## config.mk

```make
export PLATFORM = sky130hd
export DESIGN_NAME = wtcr_calc
export DESIGN_NICKNAME = d
export VERILOG_FILES = /design/src/wtcr_pkg.sv /design/src/wtcr_calc.sv
export SDC_FILE = /design/constraint.sdc
export NUM_CORES = 1
export LEC_CHECK = 0
export BUFFER_PORTS_ARGS = -buffer_cell sky130_fd_sc_hd__buf_2
export CORE_UTILIZATION = 35
export CTS_CLUSTER_SIZE = 24
export DETAILED_ROUTE_END_ITERATION = 8
export PLACE_DENSITY = 0.62
export SYNTH_ARGS = -nofsm -noshare
export SYNTH_HDL_FRONTEND = slang
export SYNTH_SLANG_ARGS = --single-unit
```

## constraint.sdc

```tcl
create_clock -name i_clk -period 9.85 [get_ports i_clk]
set_input_delay 1.97 -clock i_clk [delete_from_list [all_inputs] [get_ports i_clk]]
set_output_delay 1.97 -clock i_clk [all_outputs]
set_load 0.03 [all_outputs]
```

## src/wtcr_pkg.sv

```systemverilog
package wtcr_pkg;

    localparam int RES_W  = 24;                  // resistance and register width
    localparam int MAG_W  = 15;                  // weight magnitude
    localparam int WGT_W  = 16;                  // signed weight
    localparam int NUM_W  = 2 * RES_W + MAG_W;   // on * off * largest magnitude
    localparam int DEN_W  = RES_W + MAG_W + 1;   // on * M + (off - on) * |w|
    localparam int NCNT_W = 9;
    localparam int OCNT_W = 5;

    typedef logic [1:0]         t_func;
    typedef logic [1:0]         t_status;
    typedef logic [1:0]         t_cfg_index;
    typedef logic [RES_W-1:0]   t_res;
    typedef logic [MAG_W-1:0]   t_mag;
    typedef logic signed [WGT_W-1:0] t_weight;

    localparam t_func FN_CLEAR = 2'd0;
    localparam t_func FN_WRITE = 2'd1;
    localparam t_func FN_READ  = 2'd2;

    localparam t_status ST_OK        = 2'd0;
    localparam t_status ST_ZERO      = 2'd1;
    localparam t_status ST_RANGE_BAD = 2'd2;
    localparam t_status ST_INDEX     = 2'd3;

    localparam t_cfg_index CFG_ON_RES  = 2'd0;
    localparam t_cfg_index CFG_OFF_RES = 2'd1;
    localparam t_cfg_index CFG_NEURONS = 2'd2;
    localparam t_cfg_index CFG_OUTPUTS = 2'd3;

    localparam t_res             RON_RESET  = 24'd1000;
    localparam t_res             ROFF_RESET = 24'd1000000;
    localparam logic [NCNT_W-1:0] NCNT_RESET = 9'd256;
    localparam logic [OCNT_W-1:0] OCNT_RESET = 5'd16;

    // operands of one resistance calculation
    typedef struct packed {
        t_res ron;
        t_res roff;
        t_mag m;
        t_mag mag;
    } t_calc_op;

endpackage

```

## src/wtcr_calc.sv

```systemverilog
module wtcr_calc (
    input  logic               i_clk,
    input  logic               i_rst_n,
    input  logic               i_start,
    input  wtcr_pkg::t_calc_op i_op,
    output logic               o_done,
    output wtcr_pkg::t_res     o_quot
);
    import wtcr_pkg::*;

    localparam logic [1:0] P_IDLE = 2'd0;
    localparam logic [1:0] P_MULA = 2'd1;
    localparam logic [1:0] P_MULB = 2'd2;
    localparam logic [1:0] P_DIV  = 2'd3;

    localparam logic [4:0] MULA_LAST = 5'(RES_W - 1);
    localparam logic [4:0] MULB_LAST = 5'(MAG_W - 1);
    localparam logic [4:0] DIV_LAST  = 5'(RES_W - 1);

    logic [1:0]       r_phase, n_phase;
    logic [4:0]       r_cnt, n_cnt;
    logic             r_done, n_done;
    logic [NUM_W-1:0] r_mc, n_mc;       // multiplicand, later the shifted divisor
    logic [RES_W-1:0] r_mp, n_mp;       // multiplier bits, LSB first
    logic [NUM_W-1:0] r_acc, n_acc;     // product, later the remainder
    logic [DEN_W-2:0] r_dc1, n_dc1;
    logic [DEN_W-2:0] r_dc2, n_dc2;
    logic [MAG_W-1:0] r_dp1, n_dp1;
    logic [MAG_W-1:0] r_dp2, n_dp2;
    logic [DEN_W-1:0] r_den, n_den;
    logic [MAG_W-1:0] r_m, n_m;
    t_res             r_quot, n_quot;

    logic [NUM_W-1:0] mul_sum;
    logic [DEN_W-1:0] den_sum;
    logic [NUM_W-1:0] div_diff;
    logic             div_ge;

    always_comb begin
        mul_sum  = r_acc + (r_mp[0] ? r_mc : '0);
        den_sum  = r_den + (r_dp1[0] ? {1'b0, r_dc1} : '0)
                         + (r_dp2[0] ? {1'b0, r_dc2} : '0);
        div_ge   = (r_acc >= r_mc);
        div_diff = r_acc - r_mc;

        n_phase = r_phase;
        n_cnt   = r_cnt;
        n_done  = 1'b0;
        n_mc    = r_mc;
        n_mp    = r_mp;
        n_acc   = r_acc;
        n_dc1   = r_dc1;
        n_dc2   = r_dc2;
        n_dp1   = r_dp1;
        n_dp2   = r_dp2;
        n_den   = r_den;
        n_m     = r_m;
        n_quot  = r_quot;

        case (r_phase)
            P_IDLE: begin
                if (i_start) begin
                    n_phase = P_MULA;
                    n_cnt   = '0;
                    n_mc    = NUM_W'(i_op.ron);
                    n_mp    = i_op.roff;
                    n_acc   = '0;
                    n_dc1   = (DEN_W-1)'(i_op.ron);
                    n_dc2   = (DEN_W-1)'(i_op.roff - i_op.ron);
                    n_dp1   = i_op.m;
                    n_dp2   = i_op.mag;
                    n_den   = '0;
                    n_m     = i_op.m;
                end
            end
            P_MULA: begin
                // on * off, with the denominator built alongside
                n_acc = mul_sum;
                n_mc  = r_mc << 1;
                n_mp  = r_mp >> 1;
                n_den = den_sum;
                n_dc1 = r_dc1 << 1;
                n_dc2 = r_dc2 << 1;
                n_dp1 = r_dp1 >> 1;
                n_dp2 = r_dp2 >> 1;
                n_cnt = r_cnt + 5'd1;
                if (r_cnt == MULA_LAST) begin
                    n_phase = P_MULB;
                    n_cnt   = '0;
                    n_mc    = mul_sum;
                    n_mp    = RES_W'(r_m);
                    n_acc   = '0;
                end
            end
            P_MULB: begin
                n_acc = mul_sum;
                n_mc  = r_mc << 1;
                n_mp  = r_mp >> 1;
                n_cnt = r_cnt + 5'd1;
                if (r_cnt == MULB_LAST) begin
                    n_phase = P_DIV;
                    n_cnt   = '0;
                    n_mc    = {r_den, (NUM_W-DEN_W)'(0)};
                    n_quot  = '0;
                end
            end
            P_DIV: begin
                // restoring division, one quotient bit per cycle, MSB first
                if (div_ge) begin
                    n_acc = div_diff;
                end
                n_quot = {r_quot[RES_W-2:0], div_ge};
                n_mc   = r_mc >> 1;
                n_cnt  = r_cnt + 5'd1;
                if (r_cnt == DIV_LAST) begin
                    n_phase = P_IDLE;
                    n_done  = 1'b1;
                end
            end
            default: begin
                n_phase = P_IDLE;
            end
        endcase
    end

    always_ff @(posedge i_clk) begin
        if (!i_rst_n) begin
            r_phase <= P_IDLE;
            r_cnt   <= '0;
            r_done  <= 1'b0;
        end else begin
            r_phase <= n_phase;
            r_cnt   <= n_cnt;
            r_done  <= n_done;
        end
    end

    always_ff @(posedge i_clk) begin
        r_mc   <= n_mc;
        r_mp   <= n_mp;
        r_acc  <= n_acc;
        r_dc1  <= n_dc1;
        r_dc2  <= n_dc2;
        r_dp1  <= n_dp1;
        r_dp2  <= n_dp2;
        r_den  <= n_den;
        r_m    <= n_m;
        r_quot <= n_quot;
    end

    assign o_done = r_done;
    assign o_quot = r_quot;

endmodule

```

==> metrics.txt, run 1 <==
simple-gate share of the synthesized area=about 16%; Fillers=about 7,600; Post-Synth XOR/XNOR Area=5.516%; clock sinks=~350; routability cong.=0.9181; Critical Path AT=between 5000 and 6000 ps; yosys warns=0; aggregate global routing overflow=0; pin count of the biggest net entering global routing=between 90 and 100; via density per instance=5.488; total CTS buffers=43; Synth Instances=~2,900; Synth Area in Compound Gates=roughly 22%; Syn Nets=3,193; initial DRC count=1,980; Clk Latency, worst-skew pair=roughly 590 ps; post-DR wirelength/cell=roughly 19 um; Fin. Hold Viols=0; Mapped Area=26,840 um2; total track usage=between 10% and 20%; width of the die=roughly 280 um; Post-synth ARST share=0%; area leader, netlist=edfxtp_1; maximum clock frequency=0.1820 GHz; Distinct cells, synth=81; Remaining DRCs=0; top cells by area, synth=edfxtp_1 38%, ha_1 9.0%, a21oi_1 5.5%; htree depth=2; Sequential Area=10,280 um2; CTS tree=yes; mux cell area share after synthesis=1.361%; IO Pins=106; Primary FF master, synth=edfxtp_1; Core Footprint=75,950 um2; RSZ-0062 raised after global routing=false; crit path max fanout=15; row count=roughly 100; Worst Hold Class=reg2reg; post-layout minimum cycle time=5494 ps; Post-DP HPWL=57.01 mm; post_cts resized=0; EDFF count, synth=337; multi-input logic area=15,440 um2; vias in the first global route=~20,000; CP startpoint kind=input pin; Starting Density=35.33%; Tightest Pin Transition=~1200 ps; main combinational cell family by area after synthesis=compound AO/OA/AOI/OAI gates; period utilization=a little under three fifths; Worst Path Required=10,140 ps; Root Buffer=clkbuf_16; antenna-violating nets left=0; max_cap viols=0; die height=278.9 um; CTS Hold Bufs=0; routed wire length=75.55 mm; routed vias=21,700; max-slew violations=0; post-synth top area share=about 38%; Final nets=3,204; initial antenna violation count=2; crit end category=flip-flop; average cell area after synthesis=9.334 um2; post-synthesis sequential area ratio=38.31%; I/O Buffers=roughly 110; layout cells sized above 1=under 10%; Synth Area in Adders=12.25%; critical setup path kind=in2reg; most frequent cells in the layout=337 x edfxtp_1, 293 x a21oi_1, 253 x nand2_1; total negative slack=0 ps; clock tree buffer depth=3; commonest non-fill, non-tap cell in the layout=edfxtp_1; register clock-pin slew on the reported worst setup and hold paths=60 ps; Post-CTS Repair Setup Buffers=0; final setup vio count=0; Yosys reg bits=345; area delta synth->final=10.64%; Slew headroom=19.67%; die area=77,790 um2; Pre-antenna DRT Iters=6; first-pass GRT wire length=117.8 mm; Final Skew=21.46 ps; status=finished clean
-- kinds of logic (layout without fill, tap and decap cells) --
group,count (synthesis),count (layout)
buffers and inverters,314,360
adders and majority gates,237,237
and+or+nand+nor,866,866
xor gates and xnor gates,169,169
AOI/OAI and AO/OA,911,911
other,0,2
muxes,33,33
DFF,345,345
-- metal layers --
layer  share of wire [%]  routed length (um)  GRT usage [%]  vias to the layer above
met1                  49               37180          28.21                    10300
met3                 5.6                4241          2.301                       95
met5                   0                   0              0                        -
li1                    -                   -              -                    10630
met4                 2.6                1931          5.537                        0
met2                  43               32190          28.77                      666
-- cells in the mapped netlist (17+ instances only) --
cell,count
nor3_1,29
and2_1,189
nor2b_1,31
xnor2_1,88
a22oi_1,42
o22ai_1,18
inv_1,158
edfxtp_1,337
a222oi_1,38
nand4_1,40
o21ai_0,168
mux2_2,28
o21a_1,19
xor2_1,81
fa_1,43
nand3_1,49
a21o_1,104
a31oi_1,17
nand2b_1,21
clkbuf_1,145
ha_1,194
nand2_1,254
nor2_1,190
o21bai_1,42
a221o_1,28
a21oi_1,294
-- metrics by stage --
| step | hold slack (ps) | setup slack (ps) | cells | instance area, um2 | utilization, % |
|---|---|---|---|---|---|
| after global placement | 526.7 | 3862 | 3871 | 28250 | 37.20 |
| after floorplan | 501.4 | 1082 | 2875 | 26840 | - |
| after global routing | 557.4 | 4076 | 3952 | 29690 | 39.09 |
| after detailed placement | 531.7 | 3752 | 3871 | 28250 | 37.20 |
| after CTS | 547.2 | 4365 | 3951 | 29690 | 39.09 |
| final | 540.5 | 4356 | 3953 | 29690 | 39.09 |
-- sequential cells by signal, indices dropped and copies added, names as in the netlist --
register	cells
r_den	40
r_dp2	15
r_mc	63
r_dp1	15
r_mp	24
r_dc2	39
o_done	1
r_m	15
r_dc1	39
o_quot	24
r_cnt	5
r_phase	2
r_acc	63
-- area by class of cell --
type	count	area share [%]
Timing Repair Buffer	122	2.200
Tap cell	1030	4.340
Antenna cell	2	0.01686
Sequential cell	345	34.62
Multi-Input combinational cell	2216	52.00
Inverter	158	1.997
Clock inverter	26	1.032
Clock buffer	54	3.797
-- final timing paths --
path         slack [ps]  cells past startpoint   endpoint       from
min reg2reg         540                      1  r_dc1[33]  r_dc1[32]
min                 540                      1  r_dc1[33]  r_dc1[32]
max reg2reg        4790                     15   r_acc[1]   r_mc[10]
max                4360                     15  r_dc2[29]   i_op[30]
-- worst max-delay path, stage by stage --
cell and delay [ps]:
buf_2 100, inv_1 40, ha_1 210, fa_1 440, nor2b_1 130, o21ai_0 110
a21boi_0 280, nor2_1 110, o31ai_1 400, o41a_1 310, a221oi_1 190, a221oi_1 390
o22ai_1 190, o21ai_1 780, nand2_1 130
Power of run 1 is left out: the tool's default activity adds up to more than one toggle a clock period on the data nets, which glitch-free logic cannot reach.
==> inputs of run 2 (changes only) <==
PLACE_DENSITY = 0.64   (was 0.62)
clock period = 4.7 ns   (was 9.85 ns; I/O delays follow)
==> run 2 against run 1 <==
Cell area rose by 0.99%. Worst hold slack got worse by 5.6 ps. Routed wire length grew 1.2%. Sequential share of layout area shrank 0.34 points. First-iteration DRC count rose by 8.1%. Via count is 1.2% higher. Critical path depth is 1 lower. Global-route usage increased by 0.40 points. Die area unchanged. Largest cell class unchanged. Highest routed layer unchanged.
==> metrics.txt, run 2 (synthesis results as in run 1) <==
area delta synth->final=11.74%; Post-DP HPWL=58.48 mm (+2.6%); row count=101 (unchanged); maximum clock frequency=0.2232 GHz; pin count of the biggest net entering global routing=108 (+17%); first-pass GRT wire length=120.0 mm (+1.8%); Critical Path AT=4800 ps (-980 ps); width of the die=278.9 um (unchanged); die area=77,790 um2 (unchanged); routed vias=21,970 (+1.2%); placed cell count=3,912 (+1.1%); met3 Track Usage GR=2.184% (-0.12 points); Root Buffer=clkbuf_16; routing usage on met2=28.68% (-0.090 points); Worst Path Required=5020 ps (-5120 ps); initial DRC count=2,140 (+8.1%); initial antenna violation count=2 (unchanged); GR Util met1=28.86% (+0.65 points); layout cells sized above 1=9.970% (+1.3 points); CP cell instances=and2_1 > fa_1 > ha_1 > and3_1 > a221o_1 > a31o_1 > a221o_2 > a41o_1 > a311o_2 > a221oi_4 > o31ai_2 > a21oi_2 > xor2_1 > nor2_1; max_cap viols=0 (unchanged); GRT Max-Usage Layer=met1; post-DR wirelength/cell=19.16 um (+0.25%); post-layout minimum cycle time=4480 ps; routability cong.=0.9340 (+1.7%); Tightest Pin Transition=1263 ps (+63.58 ps); critical setup path kind=reg2reg; max-slew violations=0 (unchanged); die height=278.9 um (unchanged); Final Skew=50.45 ps (+29.00 ps); register clock-pin slew on the reported worst setup and hold paths=60 ps (about the same); htree depth=2 (unchanged); aggregate global routing overflow=0 (unchanged); Starting Density=35.33% (unchanged); clock sinks=345 (unchanged); final setup vio count=0 (unchanged); Remaining DRCs=0 (unchanged); Fin. Hold Viols=0 (unchanged); Largest regs=r_acc (63), r_mc (63), r_den (40); total track usage=19.42% (+0.40 points); CTS Hold Bufs=0 (unchanged); post_cts resized=0 (unchanged); Core Footprint=75,950 um2 (unchanged); commonest non-fill, non-tap cell in the layout=edfxtp_1; Critical-path top delay cell=edfxtp_1; Ant. Diodes=0 (-2); Worst Hold Class=in2reg; Final nets=3,245 (+1.3%); antenna-violating nets left=0 (unchanged); Slew headroom=15.42% (-4.3 points); crit path max fanout=14 (-1); routed wire length=76.43 mm (+1.2%); Pre-antenna DRT Iters=8 (+2); vias in the first global route=21,210 (+3.2%); IO Pins=106 (unchanged); total CTS buffers=41 (-4.7%); Clk Latency, worst-skew pair=600 ps (about the same); via density per instance=5.507 (+0.34%); I/O Buffers=105 (unchanged); period utilization=a little over nine tenths; Fillers=7,606 (-0.29%); CP startpoint kind=flip-flop; crit end category=flip-flop; clock tree buffer depth=3 (unchanged); most frequent cells in the layout=337 x edfxtp_1, 293 x a21oi_1, 253 x nand2_1; status=finished clean; Largest stage delay, worst path=550 ps (-230 ps); CTS tree=yes; final cell count without fillers=3,989 (+0.91%)
[run 2: changes by cell type in the layout (fill, tap and decap cells not counted)]
cell | previous run | this run
buf_4 | 17 | 58
clkbuf_1 | 10 | 5
buf_12 | 0 | 2
clkbuf_16 | 43 | 41
clkinv_1 | 6 | 8
diode_2 | 2 | 0
inv_6 | 2 | 0
clkbuf_8 | 1 | 2
clkinv_8 | 1 | 2
[run 2: what timing repair did]
| item | in CTS | in global routing |
|---|---|---|
| endpoints found under the setup margin | 0 | 1 |
| endpoints found under the hold margin | 0 | 0 |
| buffers inserted | 0 | 2 |
[run 2: worst max-delay path: cells and delay by family (launching register included)]
family | cells | cell delay, ps
AO/OA/AOI/OAI | 8 | 2220
adder cells (fa/ha/maj) | 2 | 800
flip-flops | 1 | 550
AND/OR/NAND/NOR | 3 | 510
XOR/XNOR | 1 | 150
[run 2: path summary, 6_finish.rpt]
kind,end,cells after the start,slack [ps],startpoint
worst min-delay path,r_m[0],1,530,i_op[15]
worst max-delay path,r_den[36],14,220,r_dp2[0]
worst min register to register,r_dc1[24],1,540,r_dc1[23]
worst max register to register,r_den[36],14,220,r_dp2[0]
[run 2: final cells by class]
cell class	count	area [um2]	area share [%]
Clock buffer	48	1072	3.576
Clock inverter	27	312.8	1.043
Inverter	158	593.1	1.978
Multi-Input combinational cell	2216	15440	51.49
Sequential cell	345	10280	34.28
Tap cell	1030	1289	4.298
Timing Repair Buffer	165	1001	3.338
[run 2: metrics by stage]
| step | setup slack, ps | area [um2] | hold slack, ps | TNS [ps] | utilization [%] |
|---|---|---|---|---|---|
| floorplan | 390.8 | 26860 | 501.4 | 0 | - |
| global placement | 192.2 | 28590 | 519.6 | 0 | 37.64 |
| detailed placement | 147.0 | 28590 | 528.6 | 0 | 37.64 |
| CTS | 168.8 | 29970 | 501.4 | 0 | 39.46 |
| global route | -12.16 | 29990 | 525.2 | -12.16 | 39.48 |
| finish | 219.7 | 29990 | 534.9 | 0 | 39.48 |
[run 2: per-layer routing]
| metal | share of wire, % | wire [um] |
|---|---|---|
| met3 | 6.0 | 4551 |
| met1 | 49 | 37360 |
| met2 | 42 | 31730 |
| met5 | 0 | 0 |
| met4 | 3.6 | 2781 |
Power of run 2 is left out for the same reason.
